<file path="src/hw/rtl/crc_fr_pkg.sv">
`default_nettype none

package crc_fr_pkg;

   localparam int unsigned BYTE_W     = 8;
   localparam int unsigned CRC_W      = 16;
   localparam int unsigned INDEX_W    = 9;
   localparam int unsigned STATUS_W   = 2;
   localparam int unsigned CSR_INDEX_W = 1;

   localparam logic [CRC_W-1:0] CRC_INIT = 16'hFFFF;
   localparam logic [CRC_W-1:0] CRC_POLY = 16'hA001;

   localparam logic [BYTE_W-1:0] SYNC_BYTE_RESET = 8'd170;
   localparam logic [BYTE_W-1:0] MAX_LEN_RESET   = 8'd254;

   // register indexes
   localparam logic [CSR_INDEX_W-1:0] CSR_SYNC_BYTE = 1'b0;
   localparam logic [CSR_INDEX_W-1:0] CSR_MAX_LEN   = 1'b1;

   // status codes
   localparam logic [STATUS_W-1:0] ST_NONE         = 2'd0;
   localparam logic [STATUS_W-1:0] ST_LEN_REJECTED = 2'd1;
   localparam logic [STATUS_W-1:0] ST_FRAME_READY  = 2'd2;
   localparam logic [STATUS_W-1:0] ST_CRC_MISMATCH = 2'd3;

   typedef struct packed {
      logic [STATUS_W-1:0] status;
      logic [BYTE_W-1:0]   payload_len;
      logic                data_valid;
      logic [BYTE_W-1:0]   data_byte;
      logic [BYTE_W-1:0]   data_index;
   } rsp_type;

   // CRC-16/MODBUS, one byte, reflected
   function automatic logic [CRC_W-1:0] crc_byte(input logic [CRC_W-1:0] crc,
                                                 input logic [BYTE_W-1:0] data);
      logic [CRC_W-1:0] c;
      c = crc ^ {{(CRC_W-BYTE_W){1'b0}}, data};
      for (int k = 0; k < BYTE_W; k++) begin
         if (c[0]) begin
            c = (c >> 1) ^ CRC_POLY;
         end else begin
            c = c >> 1;
         end
      end
      return c;
   endfunction

endpackage

`default_nettype wire

</file>
<file path="src/hw/rtl/crc_frame_receiver.sv">
`default_nettype none

// Length-prefixed frame receiver with CRC-16/MODBUS check. Each accepted
// request carries one received byte and yields exactly one response. The
// receiver hunts for the configured sync byte, takes a length byte (lengths
// above the max_len register are answered with "length rejected" and the hunt
// resumes), then passes each payload byte out with its index, and finally
// compares the two-byte little-endian CRC against the CRC run over the payload
// (init 0xFFFF, reflected poly 0xA001, no final xor), answering "frame ready"
// or "crc mismatch" with the payload length. A start byte inside a frame is
// plain data. Throughput is one byte per clock while req_stall is low: the
// frame state and the byte-wide CRC update sit between the request port and
// a response register, and a one-entry skid buffer behind that register
// lets a request be taken while a response is still waiting. req_stall rises
// only when both the response register and the skid entry are full.
// Register writes are intended while the block is idle.
module crc_frame_receiver (
   input  wire logic                              clock,
   input  wire logic                              reset,
   // request channel
   input  wire logic                              req_valid,
   output logic                                   req_stall,
   input  wire logic [crc_fr_pkg::BYTE_W-1:0]     req_rx_byte,
   // response channel
   output logic                                   rsp_valid,
   input  wire logic                              rsp_stall,
   output logic [crc_fr_pkg::STATUS_W-1:0]        rsp_status,
   output logic [crc_fr_pkg::BYTE_W-1:0]          rsp_payload_len,
   output logic                                   rsp_data_valid,
   output logic [crc_fr_pkg::BYTE_W-1:0]          rsp_data_byte,
   output logic [crc_fr_pkg::BYTE_W-1:0]          rsp_data_index,
   // configuration
   input  wire logic                              csr_we,
   input  wire logic [crc_fr_pkg::CSR_INDEX_W-1:0] csr_index,
   input  wire logic [crc_fr_pkg::BYTE_W-1:0]     csr_wdata
);
   import crc_fr_pkg::*;

   typedef enum logic [1:0] {
      PH_HUNT    = 2'd0,
      PH_LENGTH  = 2'd1,
      PH_PAYLOAD = 2'd2
   } phase_type;

   // configuration registers
   logic [BYTE_W-1:0] sync_byte_ff;
   logic [BYTE_W-1:0] max_len_ff;

   // frame state
   phase_type          phase_ff, phase_in;
   logic [BYTE_W-1:0]  frame_len_ff, frame_len_in;
   logic [INDEX_W-1:0] index_ff, index_in;
   logic [CRC_W-1:0]   crc_ff, crc_in;
   logic [BYTE_W-1:0]  crc_low_ff, crc_low_in;

   // response register and skid entry
   rsp_type out_ff, out_in;
   logic    out_valid_ff, out_valid_in;
   rsp_type skid_ff, skid_in;
   logic    skid_valid_ff, skid_valid_in;

   rsp_type res;
   logic    accept;
   logic    out_free;

   assign req_stall = skid_valid_ff;
   assign accept    = req_valid & ~skid_valid_ff;
   // response register can load this cycle
   assign out_free  = ~out_valid_ff | ~rsp_stall;

   always_ff @(posedge clock) begin
      if (reset) begin
         sync_byte_ff <= SYNC_BYTE_RESET;
         max_len_ff   <= MAX_LEN_RESET;
      end else if (csr_we) begin
         case (csr_index)
            CSR_SYNC_BYTE: sync_byte_ff <= csr_wdata;
            CSR_MAX_LEN:   max_len_ff   <= csr_wdata;
            default:       ;
         endcase
      end
   end

   // frame decode for the byte at the port
   always_comb begin
      phase_in     = phase_ff;
      frame_len_in = frame_len_ff;
      index_in     = index_ff;
      crc_in       = crc_ff;
      crc_low_in   = crc_low_ff;
      res          = '0;
      res.status   = ST_NONE;
      if (accept) begin
         case (phase_ff)
            PH_LENGTH: begin
               frame_len_in = req_rx_byte;
               if (req_rx_byte <= max_len_ff) begin
                  index_in = '0;
                  crc_in   = CRC_INIT;
                  phase_in = PH_PAYLOAD;
               end else begin
                  phase_in   = PH_HUNT;
                  res.status = ST_LEN_REJECTED;
               end
            end
            PH_PAYLOAD: begin
               if (index_ff < {1'b0, frame_len_ff}) begin
                  // payload byte
                  res.data_valid = 1'b1;
                  res.data_byte  = req_rx_byte;
                  res.data_index = index_ff[BYTE_W-1:0];
                  crc_in         = crc_byte(crc_ff, req_rx_byte);
                  index_in       = index_ff + INDEX_W'(1);
               end else if (index_ff == {1'b0, frame_len_ff}) begin
                  // CRC low byte
                  crc_low_in = req_rx_byte;
                  index_in   = index_ff + INDEX_W'(1);
               end else begin
                  // CRC high byte closes the frame
                  phase_in        = PH_HUNT;
                  res.payload_len = frame_len_ff;
                  res.status      = ({req_rx_byte, crc_low_ff} == crc_ff) ?
                                    ST_FRAME_READY : ST_CRC_MISMATCH;
               end
            end
            PH_HUNT: begin
               phase_in = (req_rx_byte == sync_byte_ff) ? PH_LENGTH : PH_HUNT;
            end
            default: begin
               phase_in = PH_HUNT;
            end
         endcase
      end
   end

   // response register with skid entry
   always_comb begin
      out_in        = out_ff;
      out_valid_in  = out_valid_ff;
      skid_in       = skid_ff;
      skid_valid_in = skid_valid_ff;
      if (out_free) begin
         if (skid_valid_ff) begin
            out_in        = skid_ff;
            out_valid_in  = 1'b1;
            skid_valid_in = 1'b0;
         end else if (accept) begin
            out_in       = res;
            out_valid_in = 1'b1;
         end else begin
            out_valid_in = 1'b0;
         end
      end else if (accept) begin
         skid_in       = res;
         skid_valid_in = 1'b1;
      end
   end

   always_ff @(posedge clock) begin
      if (reset) begin
         phase_ff      <= PH_HUNT;
         frame_len_ff  <= '0;
         index_ff      <= '0;
         crc_ff        <= CRC_INIT;
         crc_low_ff    <= '0;
         out_valid_ff  <= 1'b0;
         skid_valid_ff <= 1'b0;
      end else begin
         phase_ff      <= phase_in;
         frame_len_ff  <= frame_len_in;
         index_ff      <= index_in;
         crc_ff        <= crc_in;
         crc_low_ff    <= crc_low_in;
         out_valid_ff  <= out_valid_in;
         skid_valid_ff <= skid_valid_in;
      end
   end

   always_ff @(posedge clock) begin
      out_ff  <= out_in;
      skid_ff <= skid_in;
   end

   assign rsp_valid       = out_valid_ff;
   assign rsp_status      = out_ff.status;
   assign rsp_payload_len = out_ff.payload_len;
   assign rsp_data_valid  = out_ff.data_valid;
   assign rsp_data_byte   = out_ff.data_byte;
   assign rsp_data_index  = out_ff.data_index;

endmodule

`default_nettype wire

</file>
<file path="config.mk">
export PLATFORM = sky130hd
export DESIGN_NAME = crc_frame_receiver
export DESIGN_NICKNAME = d
export VERILOG_FILES = /design/src/hw/rtl/crc_fr_pkg.sv /design/src/hw/rtl/crc_frame_receiver.sv
export SDC_FILE = /design/constraint.sdc
export NUM_CORES = 1
export LEC_CHECK = 0
export ABC_AREA = 1
export BUFFER_PORTS_ARGS = -buffer_cell sky130_fd_sc_hd__buf_2
export CAP_MARGIN = 5
export CORE_ASPECT_RATIO = 1.5
export CORE_UTILIZATION = 35
export CTS_CLUSTER_SIZE = 16
export DETAILED_ROUTE_END_ITERATION = 12
export SETUP_SLACK_MARGIN = 0.4
export SLEW_MARGIN = 25
export SYNTH_ARGS = -nofsm -noshare
export SYNTH_HDL_FRONTEND = slang
export SYNTH_SLANG_ARGS = --single-unit
</file>
<file path="constraint.sdc">
create_clock -name clock -period 7.4 [get_ports clock]
set_input_delay 1.48 -clock clock [delete_from_list [all_inputs] [get_ports clock]]
set_output_delay 1.48 -clock clock [all_outputs]
set_load 0.005 [all_outputs]
</file>
# == Word level (Yosys, flattened, before mapping) ==
# Index checks and enable logic that the tools add are counted.
# word_totals
ff_bits,115
output_inout_bits,29
word_cells,114
# classes
n_addsub,1
magnitude_cmp,2
n_eq_ne,10
muxes,52
bitwise,17
reduce_logical,13
# ops
op,count
two-way mux 16 bit,31
two-way mux 27 bit,2
case mux 16 bit (2 select lines),1
two-way mux 9 bit,3
two-way mux 25 bit,1
NOT 2 -> 3 bit,8
two-way mux 10 bit,2
case mux 9 bit (2 select lines),1
two-way mux 17 bit,1
== test 16 bit,1
XOR 16 x 8 -> 16 bit,1
AND reduction 4 bit,3
AND reduction 2 bit,5
adder 9 x 1 -> 9 bit (second input constant),1
== test 9 x 8 -> 1 bit,1
less-than comparator 9 x 8 -> 1 bit,1
== test 8 bit,1
less-or-equal comparator 8 bit,1
!= test 2 bit (second input constant),4
two-way mux 2 bit,3
NOT 1 bit,6
case mux 2 bit (3 select lines),1
two-way mux 1 bit,5
case mux 2 bit (2 select lines),1
other kinds (9),10

# == Logic depth before layout (Yosys ltp) ==
# Gate-level depths: netlist of the first run.
# logic_depth
depth_word,40
depth_mapped,16
ltp_nobuf,16

# == Worst setup path after synthesis of the first run ==
# OpenSTA, ideal clock, no wires.
# synth_path
path_kind,input port to flip-flop
from,input req_valid
to,register out_ff (netlist bit rsp_data_byte[0]) (enable)
setup_time_ns,0.420
arrival_time_ns,2.892
required_time_ns,6.980
slack_ns,4.088
stages,2
cell_sequence,nor2_1 -> a21oi_1
# synth_between
elab_chain_len,3
# synth_rtl
item,line,text
from (decl),crc_frame_receiver.sv:21,"input wire logic req_valid,"
AND 1 bit,crc_frame_receiver.sv:67,assign accept = req_valid & ~skid_valid_ff;
nonzero test 2 bit (no line),-,
AND reduction 2 bit (no line),-,
to (signal assigned),crc_frame_receiver.sv:180,out_ff <= out_in;
to (decl),crc_frame_receiver.sv:57,"rsp_type out_ff, out_in;"
# Every way passes these cells.
# A chain may end at the register's enable or synchronous reset.

# == Worst setup path after layout of the first run ==
# layout_path
from,input req_rx_byte[3] (netlist name)
to,register crc_ff[1]
# layout_between
elab_chain_len,3
# layout_rtl
item,line,text
from (decl),crc_frame_receiver.sv:23,"input wire logic [crc_fr_pkg::BYTE_W-1:0] req_rx_byte,"
less-or-equal comparator 8 bit,crc_frame_receiver.sv:97,if (req_rx_byte <= max_len_ff) begin
!= test 2 bit (no line),-,
AND reduction 4 bit (no line),-,
to (signal assigned),crc_frame_receiver.sv:172,crc_ff <= crc_in;
to (decl),crc_frame_receiver.sv:53,"logic [CRC_W-1:0] crc_ff, crc_in;"
# Every way passes these cells.

==> run metrics, run 1 <==
first-pass GRT wire length 21,780 um; post-synthesis sequential area ratio 49.39%; Yosys top cell by area edfxtp_1; global routing usage on met1 19.96%; GR Layer Usage met3 3.807%; antenna violations before repair 0; worst min path class reg2reg; TritonCTS clock tree done; final period utilization 40.34%; starting density of the core 35.71%; core area 16,120 sq um; IO Count 51; post-synthesis register bit count 115; post-synth design cell area 5756 sq um; static leakage 2.982 nW; Data arrival, critical path 3330 ps; status finished, final reports clean; CTS HTree Levels 4; post-route ant nets 0; Non-Filler Instances 944; met2 routing resource usage after global routing 27.45%; largest net degree at the start of global routing 45; HPWL Detailed 9654 um; Slew Viols, Final 0; final setup fails 0; grt total ovfl 0; DIE HEIGHT 159.1 um; Final Skew 8.425 ps; die area 16,970 sq um; commonest non-fill, non-tap cell in the layout nand2_1; utilization after layout 42.05%; CP Class in2reg; yosys warns 0; Max Freq 335.0 MHz; Crit. End Element flip-flop; global route hottest layer met2; EDFF count, synth 54; gr usage total 16.66%; post-synthesis instance total 672; Layout area overhead 17.76%; DIE WIDTH 106.7 um; most frequent cells in the layout 186 x nand2_1, 61 x dfxtp_1, 54 x inv_1, 54 x edfxtp_1, 53 x nor2_1; Syn Nets 714; share of the synthesized area in the top cell type 28.17%; crit path launch type input port; clk sinks 115; GP Congestion 0.8215; Post-route DRC 0; DR pass1 iterations 4; clk root buf clkbuf_16; relative slew slack 47.10%; DRT Wirelength 13,120 um; cts bufs inserted 17; diode count 0; pwr dens 249.5 nW/um^2; Cell Rows 57; vias in the first global route 4,334; Setup TNS 0 ps; CTS clk-pin slew, worst paths 50 ps; Max Cap Viol 0; Least-Margin Pin Slew 792.6 ps; WL/cell 13.90 um; count of final hold-check violations 0; main area contributors after synthesis edfxtp_1 28%, dfxtp_1 21%, nand2_1 12%, ha_1 4.3%, a21oi_1 4.2%; Critical Path RT 7740 ps; Synth Flop Type dfxtp_1; RSZ-0062 raised after global routing no; clk_lat worst skew 410 ps; Distinct cells, synth 43; Mean Syn Cell Area 8.565 sq um; layout cells sized above 1 20.19%; Via density 4.804; Port Buf Inserts 50; Initial DRC Count 178; Resize count post-CTS 0; Tmin final 2985 ps; # Post-CTS Setup Buffers 0; Peak VDD IR 126.7 uV; Vias 4,535; Async S/R FF share, synth 0%; fillers 1,659; critical path fanouts, max 25; DP Cell Count 912; # hold bufs at CTS 0; Nets 767; maximum root-to-sink buffer count 2
-- state kept, by name, summed over array words and instances, names as in the netlist, 8 cells and up --
name             flops
sync_byte_ff         8
rsp_data_index       8
index_ff             9
frame_len_ff         8
rsp_payload_len      8
crc_ff              16
skid_ff             27
crc_low_ff           8
max_len_ff           8
rsp_data_byte        8
-- routing by layer --
metal	vias to the layer above	part of all wire [%]
li1	2338	-
met1	2073	42
met2	98	52
met3	26	3.6
met4	0	2.9
met5	-	0
-- kinds of logic after synthesis --
family                   synth area share (%)
XOR/XNOR                                2.891
adder cells (fa/ha/maj)                 4.348
AND/OR/NAND/NOR                         24.13
AO/OA/AOI/OAI                           12.61
flip-flops                              49.39
buffers and inverters                   6.630
-- worst paths after layout --
path / endpoint / start / slack (ps) / depth (start not counted)
hold reg to reg: phase_ff[1] / phase_ff[1] / 490 / 2
setup reg to reg: crc_ff[1] / phase_ff[0] / 4910 / 9
setup / recovery: crc_ff[1] / req_rx_byte[3] / 4410 / 12
hold / removal: phase_ff[1] / phase_ff[1] / 490 / 2
-- report_power, final --
| part | leakage, nW | internal (mW) | switching (mW) |
|---|---|---|---|
| clock network | 0.284 | 0.535 | 0.292 |
| logic | 1.67 | 0.0543 | 0.106 |
| registers | 1.03 | 0.691 | 0.0135 |
| total | 2.98 | 1.28 | 0.411 |
-- worst max-delay path, stage by stage --
cell,delay (ps)
buf_2,140
ha_1,320
a21oi_1,160
o21ai_1,90
a21o_1,180
nand3_1,100
nand2_1,110
inv_4,140
nand2_4,110
inv_6,220
o21ai_0,160
o211ai_2,100
-- area by class of cell --
cell class / instances / area, sq um / share of cell area, %
Sequential cell: 115 / 2843 / 41.94
Multi-Input combinational cell: 470 / 2537 / 37.44
Clock buffer: 18 / 439.2 / 6.480
Timing Repair Buffer: 54 / 280.3 / 4.135
Inverter: 67 / 259.0 / 3.821
Tap cell: 206 / 257.7 / 3.803
Clock inverter: 14 / 161.4 / 2.381
-- Yosys cell counts (4+ instances only) --
library cell,instances
nand3_2,5
o21ai_2,4
nand3_1,19
xnor2_1,4
o21ai_1,5
nor2_1,54
edfxtp_1,54
nand2_2,20
nand2_1,186
a21oi_1,48
o211ai_1,8
inv_1,54
ha_1,20
buf_1,4
nand4_1,10
dfxtp_1,61
inv_2,10
o211ai_2,10
clkbuf_1,9
o21ai_0,37
xor2_1,15
nor3_1,7
-- per-stage QoR --
| stage | hold slack, ps | power [mW] | setup WS, ps | instance area (sq um) |
|---|---|---|---|---|
| floorplan | 445.8 | 0.8299 | 4088 | 5756 |
| global placement | 478.4 | 0.8755 | 4063 | 6177 |
| detailed placement | 477.9 | 0.8777 | 4028 | 6177 |
| CTS | 486.0 | 1.709 | 4430 | 6778 |
| global route | 502.5 | 1.768 | 4237 | 6778 |
| finish | 486.8 | 1.691 | 4415 | 6778 |
Power figures use the tool's default switching activity.
==> inputs of run 2 (changes only) <==
--- a/config.mk
+++ b/config.mk
@@ -5,7 +5,7 @@
 export SDC_FILE = /design/constraint.sdc
 export NUM_CORES = 1
 export LEC_CHECK = 0
-export ABC_AREA = 1
+export ABC_AREA = 0
 export BUFFER_PORTS_ARGS = -buffer_cell sky130_fd_sc_hd__buf_2
 export CAP_MARGIN = 5
 export CORE_ASPECT_RATIO = 1.5
==> constraint.sdc (replaced) <==
create_clock -name clock -period 3 [get_ports clock]
set_input_delay 0.6 -clock clock [delete_from_list [all_inputs] [get_ports clock]]
set_output_delay 0.6 -clock clock [all_outputs]
set_load 0.005 [all_outputs]
==> run 2 against run 1 <==
Critical path depth is 4 lower. Worst hold slack worse by 79 ps. Final cell count shrank 18%. Non-clock buffer count rose by 8. Largest cell class unchanged. Critical path type is now reg2reg. Sequential share of layout area is 0.77 points higher. Clock skew up 1.9 ps. Register-to-register slack worse by 4300 ps. Count of clock-buffer cells in the layout is 1 lower. Global-route usage down 1.6 points.
==> run metrics, run 2 <==
status finished, final reports clean (unchanged); DIE HEIGHT 158.1 um (was 159.1 um); Post-synth top cells 61 x dfxtp_1, 54 x edfxtp_1, 43 x nand2_1 (was 186 x nand2_1, 61 x dfxtp_1, 54 x edfxtp_1, 54 x inv_1, 54 x nor2_1); Max Freq 413.2 MHz; post-synth design cell area 5688 sq um (was 5756 sq um); # Post-CTS Setup Buffers 0 (unchanged); pwr dens 574.4 nW/um^2 (was 249.5 nW/um^2); GP Congestion 0.8148 (was 0.8215); critical path fanouts, max 16 (was 25); layout cells sized above 1 24.61% (was 20.19%); static leakage 2.713 nW (was 2.982 nW); core area 15,770 sq um (was 16,120 sq um); count of final hold-check violations 0 (unchanged); Worst Hold Depth 3 (was 2); Tot Pwr 3.826 mW (was 1.691 mW); placed cell areas 6085 sq um (was 6177 sq um); TritonCTS clock tree done (unchanged); Vias 3,805 (was 4,535); final period utilization 80.67%; gr usage total 15.10% (was 16.66%); post-synthesis sequential area ratio 49.98% (was 49.39%); WL/cell 15.41 um (was 13.90 um); Least-Margin Pin Slew 602.8 ps (was 792.6 ps); DIE WIDTH 106.1 um (was 106.7 um); Largest register FFs 27 (unchanged); diode count 0 (unchanged); Critical Path RT 3340 ps (was 7740 ps); DRT Wirelength 11,960 um (was 13,120 um); Post-route DRC 0 (unchanged); crit path to index_ff[7] (was crc_ff[1]); IO Count 51 (unchanged); Cell Int Power 2.933 mW (was 1.280 mW); most numerous cell in the Yosys netlist dfxtp_1 (was nand2_1); post-route ant nets 0 (unchanged); post-synthesis instance total 513 (was 672); Async S/R FF share, synth 0% (unchanged); largest registers skid_ff: 27 flops, crc_ff: 16 flops, index_ff: 9 flops (unchanged); Crit. End Element flip-flop (unchanged); commonest non-fill, non-tap cell in the layout dfxtp_1 (was nand2_1); Layout area overhead 17.11% (was 17.76%); main area contributors after synthesis edfxtp_1 29%, dfxtp_1 21%, mux2_2 5.5%, ha_1 4.4%, mux2i_1 4.2% (was edfxtp_1 28%, dfxtp_1 21%, nand2_1 12%, ha_1 4.3%, a21oi_1 4.2%); clk root buf clkbuf_16 (unchanged); utilization after layout 42.25% (was 42.05%); Port Buf Inserts 50 (unchanged); register share of total power 44.3% (was 41.6%); switching share of power 23.34% (was 24.31%); EDFF count, synth 54 (unchanged); Initial DRC Count 152 (was 178); die area 16,780 sq um (was 16,970 sq um); Resize count post-CTS 0 (unchanged); final non-filler cell area 6661 sq um (was 6778 sq um); Synth Flop Type dfxtp_1 (unchanged); clk sinks 115 (unchanged); crit path launch type flip-flop (was input port); CP Class reg2reg (was in2reg); cells on worst reg2reg path 8 (was 9); Nets 602 (was 767); vias in the first global route 3,930 (was 4,334); HPWL Detailed 8724 um (was 9654 um); Distinct cells, synth 51 (was 43); final setup fails 0 (unchanged); post-synthesis register bit count 115 (unchanged); CTS HTree Levels 4 (unchanged); Slew Viols, Final 0 (unchanged); Cell Rows 56 (was 57); largest net degree at the start of global routing 37 (was 45); grt total ovfl 0 (unchanged); Data arrival, critical path 2760 ps (was 3330 ps); Tmin final 2420 ps; starting density of the core 36.08% (was 35.71%); Mean Syn Cell Area 11.09 sq um (was 8.565 sq um); Via density 4.903 (was 4.804); cts bufs inserted 17 (unchanged); Syn Nets 555 (was 714); share of the synthesized area in the top cell type 28.51% (was 28.17%); Peak VDD IR 273.0 uV (was 126.7 uV); first-pass GRT wire length 19,400 um (was 21,780 um); Gate power share 6.4% (was 9.5%); antenna violations before repair 0 (unchanged); CTS clk-pin slew, worst paths 60 ps (was 50 ps); most frequent cells in the layout 59 x dfxtp_1, 54 x edfxtp_1, 50 x buf_2 (was 186 x nand2_1, 61 x dfxtp_1, 54 x inv_1, 54 x edfxtp_1, 53 x nor2_1); Critical R2R Launch index_ff[6] (was phase_ff[0]); Critical path origin index_ff[6] (was req_rx_byte[3]); Reg-to-Reg End index_ff[7] (was crc_ff[1]); FF/Latch Area 2845 sq um (was 2843 sq um); Yosys top cell by area edfxtp_1 (unchanged); Switch Pwr 893.0 uW (was 411.2 uW); area of the multi-input gates 2579 sq um (was 2537 sq um); yosys warns 0 (unchanged); # hold bufs at CTS 0 (unchanged); DR pass1 iterations 5 (was 4); clk_lat worst skew 410 ps (about the same); relative slew slack 59.68% (was 47.10%); worst min path class in2reg (was reg2reg); Setup TNS 0 ps (unchanged); Biggest register skid_ff (unchanged); maximum root-to-sink buffer count 2 (unchanged); Final Skew 10.28 ps (was 8.425 ps); Reg2Reg Setup Slack 580 ps (was 4910 ps); RSZ-0062 raised after global routing no (unchanged); fillers 1,479 (was 1,659); Clk pwr share 49.3% (was 48.9%); Max Cap Viol 0 (unchanged)
[run 2: changes by cell type after synthesis, sizes merged, moves of 19 or more]
cell / before / now
o21ai: 46 / 8
xnor2: 4 / 23
nand2: 209 / 43
mux2: 0 / 28
a21oi: 48 / 29
mux2i: 0 / 24
inv: 66 / 22
and3: 0 / 26
nor2: 54 / 14
nand2b: 0 / 23
[run 2: final cells by class]
| type | count | area share (%) |
|---|---|---|
| Inverter | 22 | 1.240 |
| Multi-Input combinational cell | 342 | 38.71 |
| Timing Repair Buffer | 62 | 5.165 |
| Sequential cell | 115 | 42.71 |
| Clock inverter | 15 | 1.972 |
| Tap cell | 203 | 3.813 |
| Clock buffer | 17 | 6.386 |
[run 2: layer usage]
metal / wire length (um) / vias up / global-route usage (%)
met4: 276 / 0 / 6.548
met3: 323 / 19 / 3.376
met2: 6502 / 68 / 28.85
met5: 0 / - / 0
met1: 4852 / 1817 / 15.65
li1: - / 1901 / -
[run 2: worst min-delay path by stage]
stage	slack (ps)	to	start
after detailed placement	450	frame_len_ff[2]	frame_len_ff[2]
after floorplan	440	max_len_ff[1]	max_len_ff[1]
final	410	sync_byte_ff[1]	csr_wdata[1]
after global placement	440	frame_len_ff[1]	frame_len_ff[1]
after CTS	400	sync_byte_ff[1]	csr_wdata[1]
after global routing	410	sync_byte_ff[1]	csr_wdata[1]
[run 2: power groups by stage]
| stage | logic (mW) | clock network, mW | registers [mW] |
|---|---|---|---|
| CTS | 0.248 | 1.93 | 1.70 |
| floorplan | 0.170 | 0 | 1.73 |
| global placement | 0.242 | 0 | 1.73 |
| global route | 0.267 | 2.00 | 1.70 |
| finish | 0.244 | 1.89 | 1.70 |
| detailed placement | 0.246 | 0 | 1.73 |
[run 2: cell families (layout without fill, tap and decap cells)]
kind of cell	Yosys count	count (layout)	synth area share (%)
compound gates	60	60	6.819
mux	52	52	9.767
flops	115	115	49.98
fa+ha+maj	20	20	4.399
buf+inv	56	116	5.037
xor+xnor	45	45	8.425
simple gates	165	165	15.57
[run 2: per-stage QoR]
| stage | setup WS, ps | cells | hold WS (ps) |
|---|---|---|---|
| finish | 579.9 | 776 | 408.3 |
| CTS | 480.8 | 776 | 398.8 |
| floorplan | 639.9 | 513 | 435.4 |
| global placement | 357.7 | 744 | 443.8 |
| global route | 389.8 | 776 | 406.5 |
| detailed placement | 294.4 | 744 | 450.3 |
[run 2: critical path: stages (launching register included)]
cell	delay [ps]
dfxtp_1	370
ha_1	330
nand2_1	60
or2_1	250
nor2_1	230
a31o_4	220
o211ai_4	170
or4_1	560
a21oi_1	160
==> inputs of run 3 (changes only) <==
==> constraint.sdc (replaced) <==
create_clock -name clock -period 2.49 [get_ports clock]
set_input_delay 0.498 -clock clock [delete_from_list [all_inputs] [get_ports clock]]
set_output_delay 0.498 -clock clock [all_outputs]
set_load 0.005 [all_outputs]
==> run 3 against run 2 <==
Fmax grew 3.0%. Highest routed layer unchanged. Clock skew grew 1.3 ps. Worst setup slack lost 440 ps. Final cell count grew 4.9%. Utilization grew 4.8 points. Critical endpoint is now rsp_payload_len[4]. Largest power group unchanged.
==> run metrics, run 3 (synthesized netlist as in run 2, its figures left out) <==
Setup TNS 0 ps (unchanged); first-pass GRT wire length 20,070 um (was 19,400 um); DIE HEIGHT 158.1 um (unchanged); CTS HTree Levels 4 (unchanged); relative slew slack 61.55% (was 59.68%); Via density 5.017 (was 4.903); core area 15,770 sq um (unchanged); clk root buf clkbuf_16 (unchanged); Tmin final 2351 ps (was 2420 ps); Post-route DRC 0 (unchanged); TritonCTS clock tree done (unchanged); DP Worst Slack 54.75 ps (was 294.4 ps); clk_lat worst skew 410 ps (about the same); starting density of the core 36.08% (unchanged); area of the multi-input gates 2810 sq um (was 2579 sq um); most frequent cells in the layout 54 x edfxtp_1, 50 x buf_2, 48 x dfxtp_1 (was 59 x dfxtp_1, 54 x edfxtp_1, 50 x buf_2); Reg2Reg Setup Slack 140 ps (was 580 ps); Data arrival, critical path 2630 ps (was 2760 ps); antenna violations before repair 0 (unchanged); utilization after layout 47.08% (was 42.25%); GP Congestion 0.8463 (was 0.8148); Cell Rows 56 (unchanged); DIE WIDTH 106.1 um (unchanged); Layout area overhead 30.49% (was 17.11%); grt total ovfl 0 (unchanged); Initial DRC Count 150 (was 152); Peak VDD IR 506.3 uV (was 273.0 uV); diode count 0 (unchanged); cts bufs inserted 17 (unchanged); final setup fails 0 (unchanged); IO Count 51 (unchanged); layout cells sized above 1 36.66% (was 24.61%); WP buf/inv 3 (was 0); crit path launch type flip-flop (unchanged); Non-Filler Instances 814 (was 776); slowest CP cell dfxtp_2 (was or4_1); maximum root-to-sink buffer count 2 (unchanged); placed cell areas 6319 sq um (was 6085 sq um); CP max stage delay 350 ps (was 560 ps); Port Buf Inserts 50 (unchanged); HPWL Detailed 8677 um (was 8724 um); WL/cell 15.63 um (was 15.41 um); DRT Wirelength 12,720 um (was 11,960 um); vias in the first global route 4,160 (was 3,930); clk sinks 115 (unchanged); pwr dens 679.9 nW/um^2 (was 574.4 nW/um^2); Crit. End Element flip-flop (unchanged); CTS clk-pin slew, worst paths 60 ps (about the same); Slew Viols, Final 0 (unchanged); Nets 640 (was 602); die area 16,780 sq um (unchanged); commonest non-fill, non-tap cell in the layout edfxtp_1 (was dfxtp_1); worst-path cell chain inv_4 -> ha_4 -> nand2_2 -> or2_4 -> a21o_1 -> buf_4 -> a31o_4 -> buf_6 -> nor3_1 -> mux2_2 (was ha_1 -> nand2_1 -> or2_1 -> nor2_1 -> a31o_4 -> o211ai_4 -> or4_1 -> a21oi_1); status finished, final reports clean (unchanged); count of final hold-check violations 0 (unchanged); Largest register FFs 27 (unchanged); Vias 4,084 (was 3,805); Least-Margin Pin Slew 576.2 ps (was 602.8 ps); Critical Path RT 2770 ps (was 3340 ps); Max Cap Viol 0 (unchanged); hold slack 317.1 ps (was 408.3 ps); largest net degree at the start of global routing 30 (was 37); largest registers skid_ff: 27 flops, crc_ff: 16 flops, index_ff: 9 flops (unchanged); fillers 1,443 (was 1,479); cell family with most CP delay simple AND/OR/NAND/NOR gates (unchanged); Biggest register skid_ff (unchanged); DP Cell Count 756 (was 744); Tot Pwr 5.046 mW (was 3.826 mW); final period utilization 94.40% (was 80.67%); FF/Latch Area 2864 sq um (was 2845 sq um); static leakage 3.057 nW (was 2.713 nW); post-route ant nets 0 (unchanged); final worst slack 139.5 ps (was 579.9 ps); RSZ-0062 raised after global routing yes (was no); final non-filler cell area 7422 sq um (was 6661 sq um); CP Class reg2reg (unchanged); worst min path class in2reg (unchanged); DR pass1 iterations 4 (was 5); Final Skew 11.53 ps (was 10.28 ps); gr usage total 15.61% (was 15.10%); Max Freq 425.4 MHz (was 413.2 MHz); critical path fanouts, max 5 (was 16)
## run 3: metal layers
| metal | up-vias | share of wire [%] | GRT usage [%] |
|---|---|---|---|
| met4 | 0 | 3.0 | 9.392 |
| met1 | 1986 | 41 | 17.34 |
| met3 | 27 | 2.9 | 3.376 |
| li1 | 1983 | - | - |
| met5 | - | 0 | 0 |
| met2 | 88 | 53 | 27.26 |
## run 3: tightest hold or removal path, stage by stage
cell      delay [ps]
buf_2             90
nand2_1           50
nand3b_1          60
## run 3: cell type report
type / instances / share of cell area, %
Tap cell: 203 / 3.422
Timing Repair Buffer: 99 / 10.06
Clock inverter: 12 / 2.731
Multi-Input combinational cell: 343 / 37.86
Sequential cell: 115 / 38.59
Inverter: 22 / 1.180
Clock buffer: 20 / 6.153
## run 3: power breakdown
group | leakage (nW) | total [mW] | switching [mW] | internal, mW
Clock | 0.321 | 2.69 | 0.856 | 1.83
Combinational | 1.71 | 0.317 | 0.168 | 0.149
Sequential | 1.02 | 2.04 | 0.0181 | 2.02
Total | 3.06 | 5.05 | 1.04 | 4.00
## run 3: path summary, 6_finish.rpt
path / startpoint / end / depth (start not counted)
worst max-delay path: frame_len_ff[6] / rsp_payload_len[4] / 10
worst min-delay path: csr_wdata[7] / sync_byte_ff[7] / 3
worst max register to register: frame_len_ff[6] / rsp_payload_len[4] / 10
worst min register to register: frame_len_ff[2] / frame_len_ff[2] / 2
## run 3: timing repair
item / in CTS / in global routing
pin swaps: 11 / 12
setup buffers: 15 / 7
cloned: 3 / 1
hold buffers: 0 / 0
resized for setup: 30 / 21
endpoints found under the setup margin: 60 / 70
